## config.mk

```make
export PLATFORM = sky130hd
export DESIGN_NAME = sm4_block_cipher_flat
export DESIGN_NICKNAME = d
export VERILOG_FILES = /design/src/rtl/core/sm4_pkg.sv /design/src/rtl/core/sm4_if.sv /design/src/rtl/core/sm4_block_cipher.sv /design/src/rtl/core/sm4_dp.sv /design/src/rtl/core/sm4_ctrl.sv /design/src/flat_wrapper.sv
export SDC_FILE = /design/constraint.sdc
export NUM_CORES = 2
export LEC_CHECK = 0
export BUFFER_PORTS_ARGS = -buffer_cell sky130_fd_sc_hd__clkbuf_2
export CAP_MARGIN = 20
export CORE_ASPECT_RATIO = 1.2
export CORE_MARGIN = 1
export CORE_UTILIZATION = 50
export CTS_CLUSTER_SIZE = 40
export DETAILED_ROUTE_END_ITERATION = 8
export PLACE_DENSITY = 0.69
export SLEW_MARGIN = 20
export SYNTH_ARGS = -nofsm -noshare
export SYNTH_HDL_FRONTEND = slang
export SYNTH_SLANG_ARGS = --single-unit
```

## constraint.sdc

```tcl
create_clock -name clk -period 11.1 [get_ports clk]
set_input_delay 1.665 -clock clk [delete_from_list [all_inputs] [get_ports clk]]
set_output_delay 1.665 -clock clk [all_outputs]
set_load 0.005 [all_outputs]
```

## src/rtl/core/sm4_pkg.sv

```systemverilog
// shared types, constants and transform functions of the sm4 block cipher
package sm4_pkg;

    localparam int ROUNDS      = 32;
    localparam int IDX_W       = $clog2(ROUNDS);
    localparam int WORD_W      = 32;
    localparam int HALF_W      = 64;
    localparam int CFG_IDX_W   = 2;
    localparam int CFG_DATA_W  = 64;

    typedef logic [IDX_W-1:0]     idx_t;
    typedef logic [WORD_W-1:0]    word_t;
    typedef logic [CFG_IDX_W-1:0] cfg_idx_t;

    localparam idx_t     LAST_IDX         = idx_t'(ROUNDS - 1);
    localparam cfg_idx_t REG_KEY_HIGH     = cfg_idx_t'(0);
    localparam cfg_idx_t REG_KEY_LOW      = cfg_idx_t'(1);
    localparam cfg_idx_t REG_DECRYPT_MODE = cfg_idx_t'(2);

    localparam word_t FK0 = 32'ha3b1bac6;
    localparam word_t FK1 = 32'h56aa3350;
    localparam word_t FK2 = 32'h677d9197;
    localparam word_t FK3 = 32'hb27022dc;

    typedef enum logic [2:0] {
        ST_IDLE,
        ST_EXPAND,
        ST_PREP,
        ST_ROUND,
        ST_DONE
    } sm4_state_t;

    typedef struct packed {
        logic load_block;
        logic load_key;
        logic expand_step;
        logic round_step;
        logic load_out;
        idx_t step_idx;
        idx_t rk_idx;
    } sm4_cmd_t;

    localparam logic [7:0] SBOX [0:255] = '{
        8'hd6, 8'h90, 8'he9, 8'hfe, 8'hcc, 8'he1, 8'h3d, 8'hb7,
        8'h16, 8'hb6, 8'h14, 8'hc2, 8'h28, 8'hfb, 8'h2c, 8'h05,
        8'h2b, 8'h67, 8'h9a, 8'h76, 8'h2a, 8'hbe, 8'h04, 8'hc3,
        8'haa, 8'h44, 8'h13, 8'h26, 8'h49, 8'h86, 8'h06, 8'h99,
        8'h9c, 8'h42, 8'h50, 8'hf4, 8'h91, 8'hef, 8'h98, 8'h7a,
        8'h33, 8'h54, 8'h0b, 8'h43, 8'hed, 8'hcf, 8'hac, 8'h62,
        8'he4, 8'hb3, 8'h1c, 8'ha9, 8'hc9, 8'h08, 8'he8, 8'h95,
        8'h80, 8'hdf, 8'h94, 8'hfa, 8'h75, 8'h8f, 8'h3f, 8'ha6,
        8'h47, 8'h07, 8'ha7, 8'hfc, 8'hf3, 8'h73, 8'h17, 8'hba,
        8'h83, 8'h59, 8'h3c, 8'h19, 8'he6, 8'h85, 8'h4f, 8'ha8,
        8'h68, 8'h6b, 8'h81, 8'hb2, 8'h71, 8'h64, 8'hda, 8'h8b,
        8'hf8, 8'heb, 8'h0f, 8'h4b, 8'h70, 8'h56, 8'h9d, 8'h35,
        8'h1e, 8'h24, 8'h0e, 8'h5e, 8'h63, 8'h58, 8'hd1, 8'ha2,
        8'h25, 8'h22, 8'h7c, 8'h3b, 8'h01, 8'h21, 8'h78, 8'h87,
        8'hd4, 8'h00, 8'h46, 8'h57, 8'h9f, 8'hd3, 8'h27, 8'h52,
        8'h4c, 8'h36, 8'h02, 8'he7, 8'ha0, 8'hc4, 8'hc8, 8'h9e,
        8'hea, 8'hbf, 8'h8a, 8'hd2, 8'h40, 8'hc7, 8'h38, 8'hb5,
        8'ha3, 8'hf7, 8'hf2, 8'hce, 8'hf9, 8'h61, 8'h15, 8'ha1,
        8'he0, 8'hae, 8'h5d, 8'ha4, 8'h9b, 8'h34, 8'h1a, 8'h55,
        8'had, 8'h93, 8'h32, 8'h30, 8'hf5, 8'h8c, 8'hb1, 8'he3,
        8'h1d, 8'hf6, 8'he2, 8'h2e, 8'h82, 8'h66, 8'hca, 8'h60,
        8'hc0, 8'h29, 8'h23, 8'hab, 8'h0d, 8'h53, 8'h4e, 8'h6f,
        8'hd5, 8'hdb, 8'h37, 8'h45, 8'hde, 8'hfd, 8'h8e, 8'h2f,
        8'h03, 8'hff, 8'h6a, 8'h72, 8'h6d, 8'h6c, 8'h5b, 8'h51,
        8'h8d, 8'h1b, 8'haf, 8'h92, 8'hbb, 8'hdd, 8'hbc, 8'h7f,
        8'h11, 8'hd9, 8'h5c, 8'h41, 8'h1f, 8'h10, 8'h5a, 8'hd8,
        8'h0a, 8'hc1, 8'h31, 8'h88, 8'ha5, 8'hcd, 8'h7b, 8'hbd,
        8'h2d, 8'h74, 8'hd0, 8'h12, 8'hb8, 8'he5, 8'hb4, 8'hb0,
        8'h89, 8'h69, 8'h97, 8'h4a, 8'h0c, 8'h96, 8'h77, 8'h7e,
        8'h65, 8'hb9, 8'hf1, 8'h09, 8'hc5, 8'h6e, 8'hc6, 8'h84,
        8'h18, 8'hf0, 8'h7d, 8'hec, 8'h3a, 8'hdc, 8'h4d, 8'h20,
        8'h79, 8'hee, 8'h5f, 8'h3e, 8'hd7, 8'hcb, 8'h39, 8'h48
    };

    function automatic word_t rotl(input word_t v, input int n);
        return (v << n) | (v >> (WORD_W - n));
    endfunction

    function automatic word_t tau(input word_t v);
        return {SBOX[v[31:24]], SBOX[v[23:16]], SBOX[v[15:8]], SBOX[v[7:0]]};
    endfunction

    // linear layer of the data rounds
    function automatic word_t l_data(input word_t b);
        return b ^ rotl(b, 2) ^ rotl(b, 10) ^ rotl(b, 18) ^ rotl(b, 24);
    endfunction

    // linear layer of the key schedule
    function automatic word_t l_key(input word_t b);
        return b ^ rotl(b, 13) ^ rotl(b, 23);
    endfunction

    // byte j of ck[i] is (4i+j)*7 mod 256
    function automatic word_t ck_word(input idx_t i);
        word_t      w;
        logic [6:0] n;
        w = '0;
        for (int j = 0; j < 4; j++)
        begin
            n = {i, 2'(j)};
            w = {w[23:0], 8'(n * 7)};
        end
        return w;
    endfunction

endpackage

```

## src/rtl/core/sm4_if.sv

```systemverilog
// item channels of the sm4 block cipher
interface sm4_in_if;
    logic        valid;
    logic        ready;
    logic [63:0] data_high;
    logic [63:0] data_low;

    modport source (output valid, output data_high, output data_low, input ready);
    modport sink (input valid, input data_high, input data_low, output ready);
endinterface

interface sm4_out_if;
    logic        valid;
    logic        ready;
    logic [63:0] result_high;
    logic [63:0] result_low;

    modport source (output valid, output result_high, output result_low, input ready);
    modport sink (input valid, input result_high, input result_low, output ready);
endinterface

```

## src/rtl/core/sm4_block_cipher.sv

```systemverilog
// sm4 block cipher top level, electronic codebook mode
// Each item is one 128-bit block; the result is the encrypted or decrypted block. With an
// expanded key schedule an item passes from acceptance to the output register through a
// prep state that starts the round key read, 32 rounds at one round per cycle through the
// shared s-box unit, and a load of the result once the output register is free. The first
// item after reset or after a write to key_high or key_low first runs the key expansion on
// the same unit. Round keys sit in a 32-entry store with a registered read port. The next
// item is accepted once the result has moved to the output register, while that result
// still waits to be taken. Write the key and decrypt_mode only while no item is in flight;
// decrypt_mode keeps the expanded keys.
module sm4_block_cipher (
    input  logic                           clk,
    input  logic                           rst_n,
    sm4_in_if.sink                         in_item,
    sm4_out_if.source                      out_item,
    input  logic                           cfg_we,
    input  sm4_pkg::cfg_idx_t              cfg_index,
    input  logic [sm4_pkg::CFG_DATA_W-1:0] cfg_data
);
    import sm4_pkg::*;

    sm4_cmd_t cmd;

    sm4_ctrl u_ctrl (
        .clk       (clk),
        .rst_n     (rst_n),
        .in_valid  (in_item.valid),
        .in_ready  (in_item.ready),
        .out_valid (out_item.valid),
        .out_ready (out_item.ready),
        .cfg_we    (cfg_we),
        .cfg_index (cfg_index),
        .cmd       (cmd)
    );

    sm4_dp u_dp (
        .clk         (clk),
        .rst_n       (rst_n),
        .cmd         (cmd),
        .cfg_we      (cfg_we),
        .cfg_index   (cfg_index),
        .cfg_data    (cfg_data),
        .data_high   (in_item.data_high),
        .data_low    (in_item.data_low),
        .result_high (out_item.result_high),
        .result_low  (out_item.result_low)
    );

endmodule

```

## src/rtl/core/sm4_dp.sv

```systemverilog
// sm4 datapath: config registers, key schedule store, shared round unit, output register
module sm4_dp (
    input  logic                         clk,
    input  logic                         rst_n,
    input  sm4_pkg::sm4_cmd_t            cmd,
    input  logic                         cfg_we,
    input  sm4_pkg::cfg_idx_t            cfg_index,
    input  logic [sm4_pkg::CFG_DATA_W-1:0] cfg_data,
    input  logic [sm4_pkg::HALF_W-1:0]   data_high,
    input  logic [sm4_pkg::HALF_W-1:0]   data_low,
    output logic [sm4_pkg::HALF_W-1:0]   result_high,
    output logic [sm4_pkg::HALF_W-1:0]   result_low
);
    import sm4_pkg::*;

    logic [HALF_W-1:0] key_high_reg;
    logic [HALF_W-1:0] key_low_reg;
    logic              decrypt_reg;

    word_t             rk_mem [ROUNDS];
    word_t             rk_rd_reg;
    word_t             x_reg [4];
    word_t             k_reg [4];
    logic [HALF_W-1:0] res_high_reg;
    logic [HALF_W-1:0] res_low_reg;

    idx_t  rd_addr;
    word_t tau_in;
    word_t b;
    word_t nk;
    word_t nx;

    always_ff @(posedge clk or negedge rst_n)
    begin
        if (!rst_n)
        begin
            key_high_reg <= '0;
            key_low_reg  <= '0;
            decrypt_reg  <= 1'b0;
        end
        else if (cfg_we)
        begin
            unique case (cfg_index)
                REG_KEY_HIGH:     key_high_reg <= cfg_data[HALF_W-1:0];
                REG_KEY_LOW:      key_low_reg  <= cfg_data[HALF_W-1:0];
                REG_DECRYPT_MODE: decrypt_reg  <= cfg_data[0];
                default:          ;
            endcase
        end
    end

    // reverse key order is the bitwise complement of the round index
    assign rd_addr = decrypt_reg ? ~cmd.rk_idx : cmd.rk_idx;

    always_comb
    begin
        if (cmd.expand_step)
        begin
            tau_in = k_reg[1] ^ k_reg[2] ^ k_reg[3] ^ ck_word(cmd.step_idx);
        end
        else
        begin
            tau_in = x_reg[1] ^ x_reg[2] ^ x_reg[3] ^ rk_rd_reg;
        end
    end

    assign b  = tau(tau_in);
    assign nk = k_reg[0] ^ l_key(b);
    assign nx = x_reg[0] ^ l_data(b);

    always_ff @(posedge clk)
    begin
        if (cmd.expand_step)
        begin
            rk_mem[cmd.step_idx] <= nk;
        end
        rk_rd_reg <= rk_mem[rd_addr];
    end

    always_ff @(posedge clk)
    begin
        if (cmd.load_key)
        begin
            k_reg[0] <= key_high_reg[63:32] ^ FK0;
            k_reg[1] <= key_high_reg[31:0] ^ FK1;
            k_reg[2] <= key_low_reg[63:32] ^ FK2;
            k_reg[3] <= key_low_reg[31:0] ^ FK3;
        end
        else if (cmd.expand_step)
        begin
            k_reg[0] <= k_reg[1];
            k_reg[1] <= k_reg[2];
            k_reg[2] <= k_reg[3];
            k_reg[3] <= nk;
        end
    end

    always_ff @(posedge clk)
    begin
        if (cmd.load_block)
        begin
            x_reg[0] <= data_high[63:32];
            x_reg[1] <= data_high[31:0];
            x_reg[2] <= data_low[63:32];
            x_reg[3] <= data_low[31:0];
        end
        else if (cmd.round_step)
        begin
            x_reg[0] <= x_reg[1];
            x_reg[1] <= x_reg[2];
            x_reg[2] <= x_reg[3];
            x_reg[3] <= nx;
        end
    end

    always_ff @(posedge clk)
    begin
        if (cmd.load_out)
        begin
            res_high_reg <= {x_reg[3], x_reg[2]};
            res_low_reg  <= {x_reg[1], x_reg[0]};
        end
    end

    assign result_high = res_high_reg;
    assign result_low  = res_low_reg;

endmodule

```

## src/rtl/core/sm4_ctrl.sv

```systemverilog
// sm4 controller: key schedule and round sequencing, handshakes, key valid flag
module sm4_ctrl (
    input  logic                clk,
    input  logic                rst_n,
    input  logic                in_valid,
    output logic                in_ready,
    output logic                out_valid,
    input  logic                out_ready,
    input  logic                cfg_we,
    input  sm4_pkg::cfg_idx_t   cfg_index,
    output sm4_pkg::sm4_cmd_t   cmd
);
    import sm4_pkg::*;

    sm4_state_t state_reg;
    sm4_state_t state_next;
    idx_t       cnt_reg;
    idx_t       cnt_next;
    logic       keys_valid_reg;
    logic       keys_valid_next;
    logic       out_valid_reg;
    logic       out_valid_next;

    logic in_fire;
    logic key_wr;
    logic slot_free;

    assign in_fire   = in_valid && (state_reg == ST_IDLE);
    assign key_wr    = cfg_we && ((cfg_index == REG_KEY_HIGH) || (cfg_index == REG_KEY_LOW));
    assign slot_free = !out_valid_reg || out_ready;

    always_ff @(posedge clk or negedge rst_n)
    begin
        if (!rst_n)
        begin
            state_reg      <= ST_IDLE;
            cnt_reg        <= '0;
            keys_valid_reg <= 1'b0;
            out_valid_reg  <= 1'b0;
        end
        else
        begin
            state_reg      <= state_next;
            cnt_reg        <= cnt_next;
            keys_valid_reg <= keys_valid_next;
            out_valid_reg  <= out_valid_next;
        end
    end

    always_comb
    begin
        state_next = state_reg;
        cnt_next   = cnt_reg;
        unique case (state_reg)
            ST_IDLE:
            begin
                cnt_next = '0;
                if (in_fire)
                begin
                    state_next = keys_valid_reg ? ST_PREP : ST_EXPAND;
                end
            end
            ST_EXPAND:
            begin
                cnt_next = cnt_reg + idx_t'(1);
                if (cnt_reg == LAST_IDX)
                begin
                    state_next = ST_PREP;
                end
            end
            ST_PREP:
            begin
                cnt_next   = '0;
                state_next = ST_ROUND;
            end
            ST_ROUND:
            begin
                cnt_next = cnt_reg + idx_t'(1);
                if (cnt_reg == LAST_IDX)
                begin
                    state_next = ST_DONE;
                end
            end
            ST_DONE:
            begin
                if (slot_free)
                begin
                    state_next = ST_IDLE;
                end
            end
            default:
            begin
                state_next = ST_IDLE;
            end
        endcase
    end

    always_comb
    begin
        cmd             = '0;
        cmd.load_block  = in_fire;
        cmd.load_key    = in_fire && !keys_valid_reg;
        cmd.expand_step = (state_reg == ST_EXPAND);
        cmd.round_step  = (state_reg == ST_ROUND);
        cmd.load_out    = (state_reg == ST_DONE) && slot_free;
        cmd.step_idx    = cnt_reg;
        // read the key one round ahead to cover the registered read
        cmd.rk_idx      = (state_reg == ST_PREP) ? idx_t'(0) : cnt_reg + idx_t'(1);

        in_ready = (state_reg == ST_IDLE);

        priority if (key_wr)
        begin
            keys_valid_next = 1'b0;
        end
        else if ((state_reg == ST_EXPAND) && (cnt_reg == LAST_IDX))
        begin
            keys_valid_next = 1'b1;
        end
        else
        begin
            keys_valid_next = keys_valid_reg;
        end

        priority if (cmd.load_out)
        begin
            out_valid_next = 1'b1;
        end
        else if (out_ready)
        begin
            out_valid_next = 1'b0;
        end
        else
        begin
            out_valid_next = out_valid_reg;
        end
    end

    assign out_valid = out_valid_reg;

`ifndef SYNTHESIS
    a_expand_needs_stale_keys: assert property (@(posedge clk) disable iff (!rst_n)
        (state_reg == ST_EXPAND) |-> !keys_valid_reg)
        else $error("key expansion while keys are valid");

    a_key_write_clears: assert property (@(posedge clk) disable iff (!rst_n)
        key_wr |=> !keys_valid_reg)
        else $error("key write did not clear key valid flag");

    a_stale_keys_expand: assert property (@(posedge clk) disable iff (!rst_n)
        (in_fire && !keys_valid_reg) |=> (state_reg == ST_EXPAND) && (cnt_reg == '0))
        else $error("item accepted with stale keys skipped expansion");

    a_round_count: assert property (@(posedge clk) disable iff (!rst_n)
        ((state_reg == ST_ROUND) && (cnt_reg != LAST_IDX))
        |=> (state_reg == ST_ROUND) && (cnt_reg == $past(cnt_reg) + idx_t'(1)))
        else $error("round sequence broken");

    a_no_overwrite: assert property (@(posedge clk) disable iff (!rst_n)
        (out_valid_reg && !out_ready) |-> !cmd.load_out)
        else $error("pending result overwritten");
`endif

endmodule

```

## src/flat_wrapper.sv

```systemverilog
// flat-port wrapper written by rule: the top's interface ports become plain ports
module sm4_block_cipher_flat import sm4_pkg::*;
  (clk, rst_n, cfg_we, cfg_index, cfg_data, in_item_valid, in_item_data_high, in_item_data_low, in_item_ready, out_item_valid, out_item_result_high, out_item_result_low, out_item_ready);
  sm4_in_if in_item_i ();
  sm4_out_if out_item_i ();
  input  logic clk;
  input  logic rst_n;
  input  logic cfg_we;
  input  sm4_pkg::cfg_idx_t cfg_index;
  input  logic [sm4_pkg::CFG_DATA_W-1:0] cfg_data;
  input wire logic [$bits(in_item_i.valid)-1:0] in_item_valid;
  input wire logic [$bits(in_item_i.data_high)-1:0] in_item_data_high;
  input wire logic [$bits(in_item_i.data_low)-1:0] in_item_data_low;
  output wire logic [$bits(in_item_i.ready)-1:0] in_item_ready;
  output wire logic [$bits(out_item_i.valid)-1:0] out_item_valid;
  output wire logic [$bits(out_item_i.result_high)-1:0] out_item_result_high;
  output wire logic [$bits(out_item_i.result_low)-1:0] out_item_result_low;
  input wire logic [$bits(out_item_i.ready)-1:0] out_item_ready;
  assign in_item_i.valid = in_item_valid;
  assign in_item_i.data_high = in_item_data_high;
  assign in_item_i.data_low = in_item_data_low;
  assign in_item_ready = in_item_i.ready;
  assign out_item_valid = out_item_i.valid;
  assign out_item_result_high = out_item_i.result_high;
  assign out_item_result_low = out_item_i.result_low;
  assign out_item_i.ready = out_item_ready;
  sm4_block_cipher u_core (.clk(clk), .rst_n(rst_n), .in_item(in_item_i), .out_item(out_item_i), .cfg_we(cfg_we), .cfg_index(cfg_index), .cfg_data(cfg_data));
endmodule
```

==> qor.csv <==
stage,metric,value,unit
worst_setup_path,CP startpoint kind,flip-flop,
worst_setup_path,Worst setup EP type,flip-flop,
timing,achievable frequency,123,MHz
clocking,Clock Sinks,1579,
run_status,failing checks,DRC,
timing,setup TNS,0,ns
routing,vias,54300,
die,# IOs,329,
global_route,largest net degree at the start of global routing,153,
routing,WL final,277,mm
worst_setup_path,reg2reg end,u_core.u_dp.k_reg[3][21],
global_route,initial antenna violation count,20,
run_status,status,"complete, but fails checks",
worst_setup_path,R2R depth,17,
clocking,post-cts repair resize count,0,
logic_synthesis,Post-synth EDFFs,1408,
logic_synthesis,syn nets,5830,
global_route,vias in the first global route,52300,
die,Die H,435,um
die,die area,158000,um^2
timing,fin. max-slew vios,0,
global_route,first-pass GRT wire length,389,mm
clocking,clk slew on worst S/H paths,0.06,ns
layout,area delta synth->final,12.1,%
routing,vias per cell,6.77,
logic_synthesis,"Seq/Total Area, Yosys",0.595,
timing,final hold slack,0.496,ns
timing,Final Hold Fails,0,
timing,relative slew slack,0.194,
die,Die Wd,362,um
logic_synthesis,synth top area cells,"edfxtp_1, mux4_2, dfrtp_1",
clocking,Clock Path Buffers,3,
min_path,Min-Delay Path Depth,1,
min_path,Hold WC Path Type,flip-flop to flip-flop,
worst_setup_path,Critical Path Fanout Max,52,
timing,Slew @ Worst Pin,1.20,ns
placement,port buffer count,328,
timing,RSZ-0062 raised after global routing,no,
logic_synthesis,Synth cell types,112,
routing,initial drt markers,7790,
routing,post-detailed-route wirelength per cell,34.5,um
worst_setup_path,reg2reg start,u_core.u_ctrl.cnt_reg[0],
clocking,Post-CTS Setup Inserts,0,
clocking,CTS tree,built,
timing,Tmin final,8.14,ns
logic_synthesis,post-synth top area share,0.542,
clocking,worst-skew pair later-pin latency,0.83,ns
placement,DP HPWL,179,mm
routing,Initial DRT Pass Iterations,9,
logic_synthesis,mapped cell area,78000,um^2
global_route,grt ovf,0,
worst_setup_path,WS Path Type,flip-flop to flip-flop,
timing,final setup fails,0,
global_route,Total GRT Usage,0.347,
worst_setup_path,Worst Path Required,11.76,ns
flow_run,# Max-Cap Violations,0,
layout,fillers,12300,
logic_synthesis,largest area contributor in the netlist,edfxtp_1,
routing,DRC,2,
routing,Post-DRT Antenna Nets,0,
clocking,CTS buffer count,155,
placement,final RePlAce weighted congestion,1.04,
layout,Largest register FFs,1024,
worst_setup_path,R2R Setup Slk,2.96,ns
timing,Tcrit/Tclk final,0.733,
die,core area,155000,um^2
clocking,Root Driver,clkbuf_16,
timing,skew final,0.0440,ns
logic_synthesis,Async SR Flop Fraction,0.0880,
die,row count,158,
min_path,Hold Crit Endpoint,u_core.u_dp.key_low_reg[27],
clocking,H-tree levels,4,
logic_synthesis,syn_area_per_cell,14.0,um^2
clocking,# hold bufs at CTS,0,
layout,share of cells above drive strength 1,0.254,
die,Initial Util,0.504,
logic_synthesis,Synth Register Bits,1579,
worst_setup_path,"Data arrival, critical path",8.80,ns
logic_synthesis,Syn Inst Count,5573,
layout,# nets final,6054,
logic_synthesis,commonest register cell after synthesis,edfxtp_1,
min_path,hold_sp,u_core.u_dp.key_low_reg[27],
logic_synthesis,Yosys warning count,0,
==> final cells by class <==
class / instances / area [um^2] / area share
well taps: 2080 / 2600 / 0.0298
clock inverters: 89 / 821 / 0.00940
clock buffers: 201 / 4210 / 0.0481
repair buffers: 498 / 2970 / 0.0340
multi-input cells: 3523 / 30200 / 0.346
diodes: 7 / 17.5 / 0.000201
flip-flops and latches: 1579 / 46400 / 0.531
inverters: 40 / 150 / 0.00172
==> logic make-up after synthesis <==
group	synth area share
simple gates	0.0645
mux	0.141
compound gates	0.112
flops	0.595
buf+inv	0.0270
fa+ha+maj	0.0101
xor+xnor	0.0508
==> cells in the mapped netlist, types with 14 or more instances <==
library cell  count
edfxtp_1       1408
nand2_1         492
nor2_1          336
mux4_2          324
a21oi_1         297
mux2_2          278
xnor2_1         268
o21ai_0         223
clkbuf_1        210
buf_2           153
dfrtp_1         139
nand3_1         114
nor3_1          102
xor2_1           82
o211ai_1         77
a31oi_1          69
a211oi_1         65
ha_1             51
buf_1            42
o22ai_1          42
a221oi_1         41
o221ai_1         41
o311ai_0         37
o21ai_1          33
dfxtp_1          32
inv_1            32
mux2i_1          29
xnor3_1          29
o31ai_1          27
o21a_1           26
a311oi_1         25
a211o_1          23
nand4_1          23
a2111oi_0        20
a21o_1           19
o2111ai_1        16
and3_1           15
nand2b_1         15
a22oi_1          14
buf_4            14
==> metrics by stage <==
stage          setup WS [ns]  cell area (um^2)  instances  utilization
6_report                2.96             87400       8017        0.565
2_1_floorplan           3.09             78000       5573            -
3_3_place_gp            3.25             82300       7720        0.532
3_5_place_dp            3.38             82300       7720        0.532
5_1_grt                 2.90             87300       8012        0.565
4_1_cts                 3.36             87300       8010        0.565
==> worst max path at each step <==
stage | from | to | slack, ns | depth (start not counted)
2_1_floorplan | in_item_valid | u_core.u_dp.k_reg[0][0] | 3.09 | 2
3_3_place_gp | u_core.u_ctrl.cnt_reg[0] | u_core.u_dp.x_reg[3][0] | 3.25 | 16
3_5_place_dp | u_core.u_ctrl.cnt_reg[0] | u_core.u_dp.x_reg[3][0] | 3.38 | 16
4_1_cts | u_core.u_ctrl.cnt_reg[0] | u_core.u_dp.k_reg[3][21] | 3.36 | 17
5_1_grt | u_core.u_ctrl.cnt_reg[0] | u_core.u_dp.k_reg[3][21] | 2.90 | 17
6_report | u_core.u_ctrl.cnt_reg[0] | u_core.u_dp.k_reg[3][21] | 2.96 | 17
==> layer usage <==
layer	global-route usage	vias up	wire, um
met1	0.448	27300	101000
li1	-	22400	-
met5	0	-	93
met4	0.185	16	17200
met2	0.549	3770	128000
met3	0.0799	825	29600
==> layout by cell type, fill, tap and decap left out, drive strengths merged, types with 16 or more instances in the layout <==
cell type,instances
nand2,495
nor3,103
edfxtp,1408
a22oi,16
mux4,324
inv,48
clkinv,68
a2111oi,28
a21o,20
xor2,89
a211o,23
o22ai,44
nand3,114
o311ai,43
o21ai,259
mux2,282
mux2i,39
o221ai,43
xnor3,29
o21a,26
o31ai,29
a32oi,17
o2111ai,16
xnor2,273
clkbuf,528
nand4,23
a311oi,27
a211oi,68
a31oi,71
dfrtp,139
ha,51
o211ai,80
a221oi,42
a21oi,298
nor2,339
dfxtp,32
buf,171
==> worst max-delay path, stage by stage, from the launching register on <==
cell and delay (ns):
dfrtp_1 1.05, fa_1 0.66, inv_1 0.11, fa_1 0.45
xor2_1 0.18, xnor2_1 0.56, mux2_2 0.28, buf_4 0.51
nand2_1 0.40, a311oi_1 0.39, o21ai_0 0.36, nand4_1 0.29
nand4_1 0.71, xor2_1 1.17, xnor2_2 0.19, buf_4 0.36
nor2_1 0.07, a21oi_1 0.17
Power is not shown: default switching activity piles up to over one toggle a cycle in this logic, so the estimate is an artifact.
